[src/hw/rtl/gost_block_cipher_modes_core_assert.svh]
// ============================================================================
// GOST block cipher core - assertion macros
// Concurrent assertion helpers, clocked and disabled in reset; empty under
// synthesis.
// ============================================================================
`ifndef GOST_BLOCK_CIPHER_MODES_CORE_ASSERT_SVH
`define GOST_BLOCK_CIPHER_MODES_CORE_ASSERT_SVH

`ifndef SYNTHESIS
// Same-cycle implication
`define GBCM_ASSERT_NOW(label, clk, rst_n, ante, cons) \
	label: assert property (@(posedge clk) disable iff (!rst_n) (ante) |-> (cons)) \
	else $error("gbcm assertion failed");
// Next-cycle implication
`define GBCM_ASSERT_NEXT(label, clk, rst_n, ante, cons) \
	label: assert property (@(posedge clk) disable iff (!rst_n) (ante) |=> (cons)) \
	else $error("gbcm assertion failed");
`else
`define GBCM_ASSERT_NOW(label, clk, rst_n, ante, cons)
`define GBCM_ASSERT_NEXT(label, clk, rst_n, ante, cons)
`endif

`endif

[src/hw/rtl/gbcm_pkg.sv]
// ============================================================================
// GOST block cipher core - package
// Widths, register map, S-box table, round function and shared types.
// ============================================================================
package gbcm_pkg;

	localparam int BLK_W  = 64;
	localparam int HALF_W = 32;
	localparam int ADDR_W = 6;
	localparam int RND_W  = 5;

	localparam logic [RND_W-1:0] LAST_RND_FULL = 5'd31;
	localparam logic [RND_W-1:0] LAST_RND_MAC  = 5'd15;

	localparam logic [HALF_W-1:0] CTR_ADD_L = 32'h0101_0104;
	localparam logic [HALF_W-1:0] CTR_ADD_R = 32'h0101_0101;
	localparam logic [HALF_W:0]   CTR_MOD_L = 33'h0_FFFF_FFFF;

	// Modes of use
	typedef enum logic [1:0] {
		MODE_ECB = 2'd0,
		MODE_CTR = 2'd1,
		MODE_CFB = 2'd2,
		MODE_MAC = 2'd3
	} mode_t;

	// Register indexes (byte address = 8 * index)
	typedef enum logic [2:0] {
		REG_MODE  = 3'd0,
		REG_DIR   = 3'd1,
		REG_IV    = 3'd2,
		REG_KEY0  = 3'd3,
		REG_KEY1  = 3'd4,
		REG_KEY2  = 3'd5,
		REG_KEY3  = 3'd6
	} reg_idx_t;

	// CryptoPro-A S-box, one row per nibble; entry v sits at bits [4v+3:4v]
	localparam logic [63:0] SBOX_ROW [8] = '{
		64'h5D0CFE4A71B82369,
		64'h9170A5FC8D3B264E,
		64'h1D4BC6250FA89E73,
		64'h658F4B20931DCA7E,
		64'h6A7C324E0FD8915B,
		64'h6EF84957B021CDA3,
		64'hEB3F54C806A792D1,
		64'h4D7193268EC05FAB
	};

	typedef struct packed {
		mode_t                 mode;
		logic                  dir;
		logic [BLK_W-1:0]      iv;
		logic [3:0][BLK_W-1:0] key_pair;
	} cfg_t;

	// Controller to datapath
	typedef struct packed {
		logic             load;
		logic             step;
		logic             round_en;
		logic             commit;
		logic             emit;
		logic [RND_W-1:0] rnd;
	} cmd_t;

	// Datapath to controller
	typedef struct packed {
		logic first;
		logic last;
	} sts_t;

	// Add subkey, substitute each nibble, rotate left by 11
	function automatic logic [HALF_W-1:0] round_fn(input logic [HALF_W-1:0] x,
	                                               input logic [HALF_W-1:0] k);
		logic [HALF_W-1:0] s;
		logic [HALF_W-1:0] r;
		s = x + k;
		for (int i = 0; i < 8; i++) begin
			r[4*i +: 4] = SBOX_ROW[i][{s[4*i +: 4], 2'b00} +: 4];
		end
		return {r[HALF_W-12:0], r[HALF_W-1:HALF_W-11]};
	endfunction

	// Key word index for a round: encrypt K0..K7 x3 then K7..K0,
	// decrypt K0..K7 then K7..K0 x3
	function automatic logic [2:0] key_index(input logic [RND_W-1:0] j,
	                                         input logic decrypt);
		logic rev;
		rev = decrypt ? (j[4:3] != 2'b00) : (j[4:3] == 2'b11);
		return rev ? ~j[2:0] : j[2:0];
	endfunction

	// Step the gamma counter: left mod 2^32-1, right mod 2^32
	function automatic logic [BLK_W-1:0] ctr_step(input logic [BLK_W-1:0] c);
		logic [HALF_W:0] l;
		l = {1'b0, c[BLK_W-1:HALF_W]} + {1'b0, CTR_ADD_L};
		if (l >= CTR_MOD_L) begin
			l = l - CTR_MOD_L;
		end
		return {l[HALF_W-1:0], c[HALF_W-1:0] + CTR_ADD_R};
	endfunction

endpackage

[src/hw/rtl/gbcm_in_if.sv]
// ============================================================================
// GOST block cipher core - input channel
// Valid/ready channel carrying one data block and its chaining flags.
// ============================================================================
interface gbcm_in_if;
	logic                       valid;
	logic                       ready;
	logic [gbcm_pkg::BLK_W-1:0] data_block;
	logic                       first_block;
	logic                       last_block;

	modport source (output valid, data_block, first_block, last_block, input ready);
	modport sink (input valid, data_block, first_block, last_block, output ready);
endinterface

[src/hw/rtl/gbcm_out_if.sv]
// ============================================================================
// GOST block cipher core - output channel
// Valid/ready channel carrying a transformed block or a MAC tag.
// ============================================================================
interface gbcm_out_if;
	logic                       valid;
	logic                       ready;
	logic [gbcm_pkg::BLK_W-1:0] out_block;
	logic                       is_tag;

	modport source (output valid, out_block, is_tag, input ready);
	modport sink (input valid, out_block, is_tag, output ready);
endinterface

[src/hw/rtl/gost_block_cipher_modes_core.sv]
// ============================================================================
// GOST block cipher core - top level
// GOST 28147-89 cipher with ECB, counter gamma, CFB and MAC modes.
//
//   channel   kind          payload
//   in_ch     valid/ready   data_block[63:0], first_block, last_block
//   out_ch    valid/ready   out_block[63:0], is_tag
//   apb       psel/penable  paddr[5:0], pwdata/prdata[63:0], register i at 8*i
//
// One Feistel round per cycle through a single round unit. ECB and CFB accept
// an item, run 32 rounds and commit; counter mode steps the counter before the
// rounds, and on a first block first encrypts the init vector. MAC runs the short round sequence and then commits.
// An item is accepted only while the core is idle; a finished result waits in
// the output register, and the next item may run meanwhile, holding at commit
// until the register drains. Reset clears all chaining state to zero.
// ============================================================================
`include "gost_block_cipher_modes_core_assert.svh"

module gost_block_cipher_modes_core (
	input  logic                        clk,
	input  logic                        arst_n,
	input  logic                        psel,
	input  logic                        penable,
	input  logic                        pwrite,
	input  logic [gbcm_pkg::ADDR_W-1:0] paddr,
	input  logic [gbcm_pkg::BLK_W-1:0]  pwdata,
	output logic [gbcm_pkg::BLK_W-1:0]  prdata,
	output logic                        pready,
	gbcm_in_if.sink                     in_ch,
	gbcm_out_if.source                  out_ch
);

	gbcm_pkg::cfg_t cfg;
	gbcm_pkg::cmd_t cmd;
	gbcm_pkg::sts_t sts;

	gbcm_regs u_regs (
		.clk     (clk),
		.arst_n  (arst_n),
		.psel    (psel),
		.penable (penable),
		.pwrite  (pwrite),
		.paddr   (paddr),
		.pwdata  (pwdata),
		.prdata  (prdata),
		.pready  (pready),
		.cfg     (cfg)
	);

	gbcm_ctrl u_ctrl (
		.clk       (clk),
		.arst_n    (arst_n),
		.mode      (cfg.mode),
		.first_in  (in_ch.first_block),
		.sts       (sts),
		.cmd       (cmd),
		.in_valid  (in_ch.valid),
		.in_ready  (in_ch.ready),
		.out_valid (out_ch.valid),
		.out_ready (out_ch.ready)
	);

	gbcm_datapath u_dp (
		.clk         (clk),
		.arst_n      (arst_n),
		.cfg         (cfg),
		.cmd         (cmd),
		.sts         (sts),
		.data_block  (in_ch.data_block),
		.first_block (in_ch.first_block),
		.last_block  (in_ch.last_block),
		.out_block   (out_ch.out_block),
		.is_tag      (out_ch.is_tag)
	);

	// An accepted item always keeps the core busy for the next cycle
	`GBCM_ASSERT_NEXT(a_busy_after_accept, clk, arst_n, in_ch.valid && in_ch.ready, !in_ch.ready)
	// A result is never committed over one still waiting
	`GBCM_ASSERT_NOW(a_no_overwrite, clk, arst_n, cmd.commit && cmd.emit, !out_ch.valid || out_ch.ready)
	// Rounds never run while the input side is open
	`GBCM_ASSERT_NOW(a_round_when_busy, clk, arst_n, cmd.round_en || cmd.step, !in_ch.ready)

endmodule

[src/hw/rtl/gbcm_regs.sv]
// ============================================================================
// GOST block cipher core - configuration registers
// APB-style register file: mode, direction, init vector and four key pairs.
// ============================================================================
module gbcm_regs (
	input  logic                        clk,
	input  logic                        arst_n,
	input  logic                        psel,
	input  logic                        penable,
	input  logic                        pwrite,
	input  logic [gbcm_pkg::ADDR_W-1:0] paddr,
	input  logic [gbcm_pkg::BLK_W-1:0]  pwdata,
	output logic [gbcm_pkg::BLK_W-1:0]  prdata,
	output logic                        pready,
	output gbcm_pkg::cfg_t              cfg
);

	gbcm_pkg::cfg_t     cfg_q;
	gbcm_pkg::reg_idx_t idx;
	logic               wr_en;

	assign idx    = gbcm_pkg::reg_idx_t'(paddr[gbcm_pkg::ADDR_W-1:3]);
	assign wr_en  = psel & penable & pwrite;
	assign pready = 1'b1;
	assign cfg    = cfg_q;

	// Write on the access phase
	always_ff @(posedge clk or negedge arst_n) begin
		if (!arst_n) begin
			cfg_q <= '0;
		end else if (wr_en) begin
			unique case (idx)
				gbcm_pkg::REG_MODE: cfg_q.mode        <= gbcm_pkg::mode_t'(pwdata[1:0]);
				gbcm_pkg::REG_DIR:  cfg_q.dir         <= pwdata[0];
				gbcm_pkg::REG_IV:   cfg_q.iv          <= pwdata;
				gbcm_pkg::REG_KEY0: cfg_q.key_pair[0] <= pwdata;
				gbcm_pkg::REG_KEY1: cfg_q.key_pair[1] <= pwdata;
				gbcm_pkg::REG_KEY2: cfg_q.key_pair[2] <= pwdata;
				gbcm_pkg::REG_KEY3: cfg_q.key_pair[3] <= pwdata;
				default: ;
			endcase
		end
	end

	// Read back
	always_comb begin
		unique case (idx)
			gbcm_pkg::REG_MODE: prdata = {{(gbcm_pkg::BLK_W-2){1'b0}}, cfg_q.mode};
			gbcm_pkg::REG_DIR:  prdata = {{(gbcm_pkg::BLK_W-1){1'b0}}, cfg_q.dir};
			gbcm_pkg::REG_IV:   prdata = cfg_q.iv;
			gbcm_pkg::REG_KEY0: prdata = cfg_q.key_pair[0];
			gbcm_pkg::REG_KEY1: prdata = cfg_q.key_pair[1];
			gbcm_pkg::REG_KEY2: prdata = cfg_q.key_pair[2];
			gbcm_pkg::REG_KEY3: prdata = cfg_q.key_pair[3];
			default:            prdata = '0;
		endcase
	end

endmodule

[src/hw/rtl/gbcm_datapath.sv]
// ============================================================================
// GOST block cipher core - datapath
// Feistel round registers, gamma counter, feedback, MAC chain and the
// output register.
// ============================================================================
module gbcm_datapath (
	input  logic                       clk,
	input  logic                       arst_n,
	input  gbcm_pkg::cfg_t             cfg,
	input  gbcm_pkg::cmd_t             cmd,
	output gbcm_pkg::sts_t             sts,
	input  logic [gbcm_pkg::BLK_W-1:0] data_block,
	input  logic                       first_block,
	input  logic                       last_block,
	output logic [gbcm_pkg::BLK_W-1:0] out_block,
	output logic                       is_tag
);

	localparam int HW = gbcm_pkg::HALF_W;
	localparam int BW = gbcm_pkg::BLK_W;

	logic [HW-1:0] hl_q, hr_q;
	logic [BW-1:0] ctr_q, fb_q, mac_q;
	logic [BW-1:0] data_q;
	logic          first_q, last_q;
	logic [BW-1:0] out_q;
	logic          tag_q;

	logic [2:0]    kidx;
	logic [BW-1:0] kpair;
	logic [HW-1:0] subkey;
	logic [HW-1:0] f_out;
	logic [BW-1:0] swapped;
	logic [BW-1:0] xored;
	logic [BW-1:0] step_src;
	logic [BW-1:0] stepped;

	// Subkey for the current round; ECB alone honours direction
	assign kidx   = gbcm_pkg::key_index(cmd.rnd,
		(cfg.mode == gbcm_pkg::MODE_ECB) & cfg.dir);
	assign kpair  = cfg.key_pair[kidx[2:1]];
	assign subkey = kidx[0] ? kpair[HW-1:0] : kpair[BW-1:HW];
	assign f_out  = gbcm_pkg::round_fn(hl_q, subkey);

	assign swapped  = {hr_q, hl_q};
	assign xored    = data_q ^ swapped;
	assign step_src = first_q ? swapped : ctr_q;
	assign stepped  = gbcm_pkg::ctr_step(step_src);

	// Round registers
	always_ff @(posedge clk or negedge arst_n) begin
		if (!arst_n) begin
			hl_q <= '0;
			hr_q <= '0;
		end else if (cmd.load) begin
			unique case (cfg.mode)
				gbcm_pkg::MODE_ECB: {hl_q, hr_q} <= data_block;
				gbcm_pkg::MODE_CTR: {hl_q, hr_q} <= cfg.iv;
				gbcm_pkg::MODE_CFB: {hl_q, hr_q} <= first_block ? cfg.iv : fb_q;
				gbcm_pkg::MODE_MAC: {hl_q, hr_q} <= (first_block ? '0 : mac_q) ^ data_block;
				default: ;
			endcase
		end else if (cmd.step) begin
			{hl_q, hr_q} <= stepped;
		end else if (cmd.round_en) begin
			hl_q <= hr_q ^ f_out;
			hr_q <= hl_q;
		end
	end

	// Chaining state
	always_ff @(posedge clk or negedge arst_n) begin
		if (!arst_n) begin
			ctr_q <= '0;
			fb_q  <= '0;
			mac_q <= '0;
		end else begin
			if (cmd.step) begin
				ctr_q <= stepped;
			end
			if (cmd.commit && cfg.mode == gbcm_pkg::MODE_CFB) begin
				fb_q <= cfg.dir ? data_q : xored;
			end
			if (cmd.commit && cfg.mode == gbcm_pkg::MODE_MAC) begin
				mac_q <= {hl_q, hr_q};
			end
		end
	end

	// Hold the accepted item
	always_ff @(posedge clk) begin
		if (cmd.load) begin
			data_q  <= data_block;
			first_q <= first_block;
			last_q  <= last_block;
		end
	end

	// Output register
	always_ff @(posedge clk) begin
		if (cmd.commit && cmd.emit) begin
			unique case (cfg.mode)
				gbcm_pkg::MODE_ECB: out_q <= swapped;
				gbcm_pkg::MODE_CTR: out_q <= xored;
				gbcm_pkg::MODE_CFB: out_q <= xored;
				gbcm_pkg::MODE_MAC: out_q <= swapped;
				default: ;
			endcase
			tag_q <= (cfg.mode == gbcm_pkg::MODE_MAC);
		end
	end

	assign out_block = out_q;
	assign is_tag    = tag_q;
	assign sts.first = first_q;
	assign sts.last  = last_q;

endmodule

[src/hw/rtl/gbcm_ctrl.sv]
// ============================================================================
// GOST block cipher core - controller
// Sequences load, counter setup, rounds and commit of one item; owns the
// handshakes.
// ============================================================================
module gbcm_ctrl (
	input  logic             clk,
	input  logic             arst_n,
	input  gbcm_pkg::mode_t  mode,
	input  logic             first_in,
	input  gbcm_pkg::sts_t   sts,
	output gbcm_pkg::cmd_t   cmd,
	input  logic             in_valid,
	output logic             in_ready,
	output logic             out_valid,
	input  logic             out_ready
);

	typedef enum logic [4:0] {
		S_IDLE = 5'b00001,
		S_INIT = 5'b00010,
		S_STEP = 5'b00100,
		S_RUN  = 5'b01000,
		S_FIN  = 5'b10000
	} state_t;

	state_t                     state_q, state_d;
	logic [gbcm_pkg::RND_W-1:0] rnd_q, rnd_d;
	logic                       out_valid_q;
	logic [gbcm_pkg::RND_W-1:0] last_rnd;
	logic                       out_free;
	logic                       emit;

	assign out_free = ~out_valid_q | out_ready;
	assign emit     = (mode != gbcm_pkg::MODE_MAC) | sts.last;
	assign last_rnd = (mode == gbcm_pkg::MODE_MAC) ? gbcm_pkg::LAST_RND_MAC
	                                               : gbcm_pkg::LAST_RND_FULL;

	// Next state and commands
	always_comb begin
		state_d      = state_q;
		rnd_d        = rnd_q;
		in_ready     = 1'b0;
		cmd.load     = 1'b0;
		cmd.step     = 1'b0;
		cmd.round_en = 1'b0;
		cmd.commit   = 1'b0;
		cmd.emit     = emit;
		cmd.rnd      = rnd_q;
		unique case (state_q)
			S_IDLE: begin
				in_ready = 1'b1;
				if (in_valid) begin
					cmd.load = 1'b1;
					rnd_d    = '0;
					// The first flag of the item being accepted comes straight off the port
					if (mode == gbcm_pkg::MODE_CTR) begin
						state_d = first_in ? S_INIT : S_STEP;
					end else begin
						state_d = S_RUN;
					end
				end
			end
			S_INIT: begin
				cmd.round_en = 1'b1;
				if (rnd_q == gbcm_pkg::LAST_RND_FULL) begin
					rnd_d   = '0;
					state_d = S_STEP;
				end else begin
					rnd_d = rnd_q + 1'b1;
				end
			end
			S_STEP: begin
				cmd.step = 1'b1;
				state_d  = S_RUN;
			end
			S_RUN: begin
				cmd.round_en = 1'b1;
				if (rnd_q == last_rnd) begin
					rnd_d   = '0;
					state_d = S_FIN;
				end else begin
					rnd_d = rnd_q + 1'b1;
				end
			end
			S_FIN: begin
				if (!emit || out_free) begin
					cmd.commit = 1'b1;
					state_d    = S_IDLE;
				end
			end
			default: begin
				state_d = S_IDLE;
			end
		endcase
	end

	always_ff @(posedge clk or negedge arst_n) begin
		if (!arst_n) begin
			state_q <= S_IDLE;
			rnd_q   <= '0;
		end else begin
			state_q <= state_d;
			rnd_q   <= rnd_d;
		end
	end

	// Output valid: set on a committed result that is emitted, drop when taken
	always_ff @(posedge clk or negedge arst_n) begin
		if (!arst_n) begin
			out_valid_q <= 1'b0;
		end else if (cmd.commit && emit) begin
			out_valid_q <= 1'b1;
		end else if (out_ready) begin
			out_valid_q <= 1'b0;
		end
	end

	assign out_valid = out_valid_q;

endmodule

[src/flat_wrapper.sv]
// flat-port wrapper written by rule: the top's interface ports become plain ports
module gost_block_cipher_modes_core_flat 
  (clk, arst_n, psel, penable, pwrite, paddr, pwdata, prdata, pready, in_ch_valid, in_ch_data_block, in_ch_first_block, in_ch_last_block, in_ch_ready, out_ch_valid, out_ch_out_block, out_ch_is_tag, out_ch_ready);
  gbcm_in_if in_ch_i ();
  gbcm_out_if out_ch_i ();
  input  logic clk;
  input  logic arst_n;
  input  logic psel;
  input  logic penable;
  input  logic pwrite;
  input  logic [gbcm_pkg::ADDR_W-1:0] paddr;
  input  logic [gbcm_pkg::BLK_W-1:0] pwdata;
  output logic [gbcm_pkg::BLK_W-1:0] prdata;
  output logic pready;
  input wire logic [$bits(in_ch_i.valid)-1:0] in_ch_valid;
  input wire logic [$bits(in_ch_i.data_block)-1:0] in_ch_data_block;
  input wire logic [$bits(in_ch_i.first_block)-1:0] in_ch_first_block;
  input wire logic [$bits(in_ch_i.last_block)-1:0] in_ch_last_block;
  output wire logic [$bits(in_ch_i.ready)-1:0] in_ch_ready;
  output wire logic [$bits(out_ch_i.valid)-1:0] out_ch_valid;
  output wire logic [$bits(out_ch_i.out_block)-1:0] out_ch_out_block;
  output wire logic [$bits(out_ch_i.is_tag)-1:0] out_ch_is_tag;
  input wire logic [$bits(out_ch_i.ready)-1:0] out_ch_ready;
  assign in_ch_i.valid = in_ch_valid;
  assign in_ch_i.data_block = in_ch_data_block;
  assign in_ch_i.first_block = in_ch_first_block;
  assign in_ch_i.last_block = in_ch_last_block;
  assign in_ch_ready = in_ch_i.ready;
  assign out_ch_valid = out_ch_i.valid;
  assign out_ch_out_block = out_ch_i.out_block;
  assign out_ch_is_tag = out_ch_i.is_tag;
  assign out_ch_i.ready = out_ch_ready;
  gost_block_cipher_modes_core u_core (.clk(clk), .arst_n(arst_n), .psel(psel), .penable(penable), .pwrite(pwrite), .paddr(paddr), .pwdata(pwdata), .prdata(prdata), .pready(pready), .in_ch(in_ch_i), .out_ch(out_ch_i));
endmodule
[config.mk]
export PLATFORM = sky130hd
export DESIGN_NAME = gost_block_cipher_modes_core_flat
export DESIGN_NICKNAME = d
export VERILOG_FILES = /design/src/hw/rtl/gbcm_pkg.sv /design/src/hw/rtl/gbcm_in_if.sv /design/src/hw/rtl/gbcm_out_if.sv /design/src/hw/rtl/gost_block_cipher_modes_core.sv /design/src/hw/rtl/gbcm_regs.sv /design/src/hw/rtl/gbcm_datapath.sv /design/src/hw/rtl/gbcm_ctrl.sv /design/src/flat_wrapper.sv
export VERILOG_INCLUDE_DIRS = /design/src /design/src/hw/rtl
export SDC_FILE = /design/constraint.sdc
export NUM_CORES = 2
export LEC_CHECK = 0
export BUFFER_PORTS_ARGS = -buffer_cell sky130_fd_sc_hd__buf_2
export CAP_MARGIN = 20
export CORE_ASPECT_RATIO = 0.7
export CORE_MARGIN = 3
export CORE_UTILIZATION = 40
export DETAILED_ROUTE_END_ITERATION = 7
export SLEW_MARGIN = 20
export SYNTH_ARGS = -nofsm -noshare
export SYNTH_HDL_FRONTEND = slang
export SYNTH_SLANG_ARGS = --single-unit
export TNS_END_PERCENT = 10
[constraint.sdc]
create_clock -name clk -period 8.1 [get_ports clk]
set_input_delay 0 -clock clk [delete_from_list [all_inputs] [get_ports clk]]
set_output_delay 0 -clock clk [all_outputs]
set_load 0.02 [all_outputs]
==> flow_summary_export.csv <==
group,metric,value,unit
outcome,status,"finished, final reports clean",
worst_setup_path,critPathCaptureType,"register",
worst_setup_path,worstSetupStartpointType,"register",
power,vdd_drop_max,0.256,mV
drt,drtIter0Drc,3957,
global_route,grt_usage,26.5,%
timing,fin_crit,7.36,ns
timing,setup_viol,0,
floorplanning,initial_core_util,40.5,%
global_route,grt_pass1_vias,33100,
power,p_leak,21.5,nW
finish,final_common_cell,"dfrtp_1",
worst_setup_path,r2r_slack,0.74,ns
placement,hpwl,103000,um
timing,fin_crit_sh,90.9,%
floorplanning,die_area,0.112,sq mm
clocking,clockBufferDepth,3,
drt,routedWlPerCell,25.8,um
clocking,cts_tree,"built",
placement,placed_cells,5556,
placement,dpl_cell_area,0.0458,sq mm
drt,via_count,34900,
synth,ys_warn_count,0,
worst_setup_path,critPathKind,"reg2reg",
worst_setup_path,crit_family,"compound AO/OA/AOI/OAI gates",
synth,ys_seq_elements,721,
drt,remaining_drc_errors,0,
worst_setup_path,crit_chain,"inv_1, ha_2, a22o_1, and2_1, xnor2_2, buf_12, mux4_2, mux2_2, ha_1, fa_1, a21o_1, a221oi_1, buf_4, o21ai_0, a31oi_1, o41ai_2, xor2_1, inv_1, ha_1, or2_2, mux4_2, xor2_1, nand2_1, a221oi_1",
timing,finalHoldViolations,0,
clocking,cts_buffers,75,
clocking,htreeDepth,3,
worst_setup_path,timing.critical_path.buf_inv,4,
synth,ys_seq_area_share,43.3,%
floorplanning,die_y,281,um
floorplanning,dieWidth,399,um
floorplanning,row_count,100,
synth,ys_types,108,
timing,drv_slew,0,
worst_setup_path,arrival,7.94,ns
clocking,cts.sinks,721,
drt,via_per_inst,5.99,
finish,syn2layout_area_growth,15.3,%
finish,stdcell_count,5833,
worst_hold_path,hold_class,"in2async",
finish,drive_above_1_share,24.2,%
synth,synthArstFlopShare,81.8,%
global_route,grt_start_max_net_pins,169,
finish,layout_common_cells,"588 x dfrtp_1, 446 x mux2_2, 343 x nand2_1",
clocking,cts_setup_buffers,0,
timing,final.setup.tns,0,ns
synth,synthCells,4088,
timing,rsz0062_at_grt,"false",
synth,syn_nets,4310,
drt,dr.pass1.iters,5,
worst_setup_path,cp.required,8.68,ns
finish,num-fill-cells,9922,
timing,fmaxAchievable,0.136,GHz
global_route,grt-ovfl-total,0,
finish,seqCellArea,0.0187,sq mm
timing,clock_skew,0.0280,ns
clocking,clockRootBuffer,"clkbuf_16",
power,power_per_cell_area,418,mW/mm^2
synth,synth-edff-count,131,
global_route,grt_pass1_wl,224000,um
global_route,grt_antenna_before_repair,6,
worst_setup_path,crit_fanout,49,
finish,fin_area,0.0498,sq mm
drt,antenna_left,0,
worst_setup_path,crit_slowest_cell,"mux4_2",
timing,max-slew-margin-rel,24.9,%
timing,setup_slack,0.741,ns
placement,gp_congestion,0.945,
drt,wl,151000,um
synth,syn_area,0.0432,sq mm
worst_setup_path,crit_path_max_incr_delay,0.56,ns
job,drv_cap,0,
synth,yosys_most_used_dff,"dfrtp_1",
placement,portBuffers,270,
clocking,clkLatencyLatePin,0.68,ns
floorplanning,core,0.107,sq mm
floorplanning,top_level_ports,275,
placement,pre_cts_ws,0.739,ns
timing,tightest_slew,1.12,ns
synth,syn_avg_cell_area,10.6,sq um
power,totalPowerFinal,20.8,mW
clocking,path_clk_slew,0.07,ns
finish,nets,4561,
finish,multiInputGateArea,0.0230,sq mm
[state kept, by name, indices dropped and copies added (netlist names)]
register,count
u_core.u_ctrl.out_valid,1
u_core.u_ctrl.rnd_q,5
u_core.u_ctrl.state_q,5
u_core.u_dp.ctr_q,64
u_core.u_dp.data_q,64
u_core.u_dp.fb_q,64
u_core.u_dp.first_q,1
u_core.u_dp.hl_q,32
u_core.u_dp.hr_q,32
u_core.u_dp.is_tag,1
u_core.u_dp.last_q,1
u_core.u_dp.mac_q,64
u_core.u_dp.out_block,64
u_core.u_regs.cfg,323
[power breakdown]
group / internal [mW] / total (mW) / switching, mW / leakage [nW]
sequential: 4.66 / 5.93 / 1.26 / 8.84
combinational: 4.46 / 11.1 / 6.67 / 11.4
clock: 2.13 / 3.75 / 1.62 / 1.26
[final timing paths]
path / to / from / cells past startpoint
hold reg to reg: u_core.u_dp.ctr_q[60] / u_core.u_dp.ctr_q[60] / 2
max in group asynchronous: u_core.u_regs.cfg[257] / arst_n / 4
setup / recovery: u_core.u_dp.hl_q[5] / u_core.u_regs.cfg[322] / 24
setup reg to reg: u_core.u_dp.hl_q[5] / u_core.u_regs.cfg[322] / 24
hold / removal: u_core.u_dp.mac_q[15] / arst_n / 3
min in group clk: u_core.u_dp.last_q / in_ch_last_block / 2
[per-layer routing]
layer / up-vias / wire, um / GRT usage [%]
met2: 1494 / 64900 / 39.4
met5: - / 17 / 0
met3: 215 / 11600 / 4.59
met1: 17700 / 69200 / 39.2
met4: 2 / 5140 / 8.63
li1: 15500 / - / -
[cell type report]
cell class | count | area share (%)
Clock buffer | 104 | 4.23
Multi-Input combinational cell | 2956 | 46.2
Sequential cell | 721 | 37.6
Tap cell | 1428 | 3.59
Clock inverter | 35 | 0.993
Inverter | 117 | 0.887
Timing Repair Buffer | 468 | 6.54
Antenna cell | 4 | 0.0201
[worst reg2reg max path, cell delays in order, from the launching register on]
cell and delay (ns):
dfrtp_1 0.41, inv_1 0.17, ha_2 0.20, a22o_1 0.21
and2_1 0.41, xnor2_2 0.19, buf_12 0.36, mux4_2 0.58
mux2_2 0.36, ha_1 0.24, fa_1 0.44, a21o_1 0.22
a221oi_1 0.27, buf_4 0.21, o21ai_0 0.16, a31oi_1 0.38
o41ai_2 0.17, xor2_1 0.56, inv_1 0.18, ha_1 0.25
or2_2 0.29, mux4_2 0.50, xor2_1 0.16, nand2_1 0.07
a221oi_1 0.28
[synthesized netlist by cell type (7+ instances only)]
library cell	count	share of area (%)
nand4_1	16	0.23
edfxtp_1	131	9.1
a221o_1	63	1.5
a21oi_1	201	2.3
a22oi_1	13	0.23
o211ai_1	29	0.50
nand3b_1	11	0.19
buf_6	7	0.18
a31oi_1	26	0.38
nand2_1	348	3.0
nand3_1	52	0.60
buf_2	15	0.17
o2111ai_1	7	0.14
clkbuf_1	234	2.0
o31ai_1	8	0.14
o21ai_0	270	3.1
mux4_2	69	3.6
a22o_1	67	1.4
xnor2_1	194	3.9
xor2_1	51	1.0
inv_1	117	1.0
and3_1	22	0.32
nor2_1	248	2.2
a211oi_2	10	0.29
ha_1	78	2.3
o22ai_1	30	0.43
mux2_2	446	12
nand2b_1	81	1.2
or3_1	17	0.25
and2_1	22	0.32
mux2i_1	130	3.0
a221oi_1	76	1.5
buf_1	32	0.28
nor3_1	27	0.31
nor2b_1	72	1.0
or2_2	9	0.13
a211oi_1	38	0.66
o21a_1	12	0.21
nor4_1	12	0.17
a21o_1	38	0.66
nor3b_1	7	0.12
a211o_1	14	0.28
o221ai_1	14	0.28
dfrtp_1	589	34
[kinds of logic after synthesis]
| logic type | share of synthesized area (%) |
|---|---|
| buffers and inverters | 3.82 |
| AOI/OAI and AO/OA | 15.8 |
| other | 0.00869 |
| muxes | 18.4 |
| DFF | 43.3 |
| and+or+nand+nor | 11.2 |
| xor gates and xnor gates | 5.05 |
| adders and majority gates | 2.31 |
[metrics by stage]
step	hold WS (ns)	util (%)
after floorplan	-0.296	-
after global placement	0.0475	43.0
after detailed placement	0.0463	43.0
after CTS	0.0110	46.7
after global routing	0.0548	46.7
final	0.0321	46.7
[what timing repair did]
item                      in CTS  in global routing
hold endpoints to repair     599                  0
resized for setup              0                  0
hold buffers                 134                  0
(Power assumes the default switching activity.)
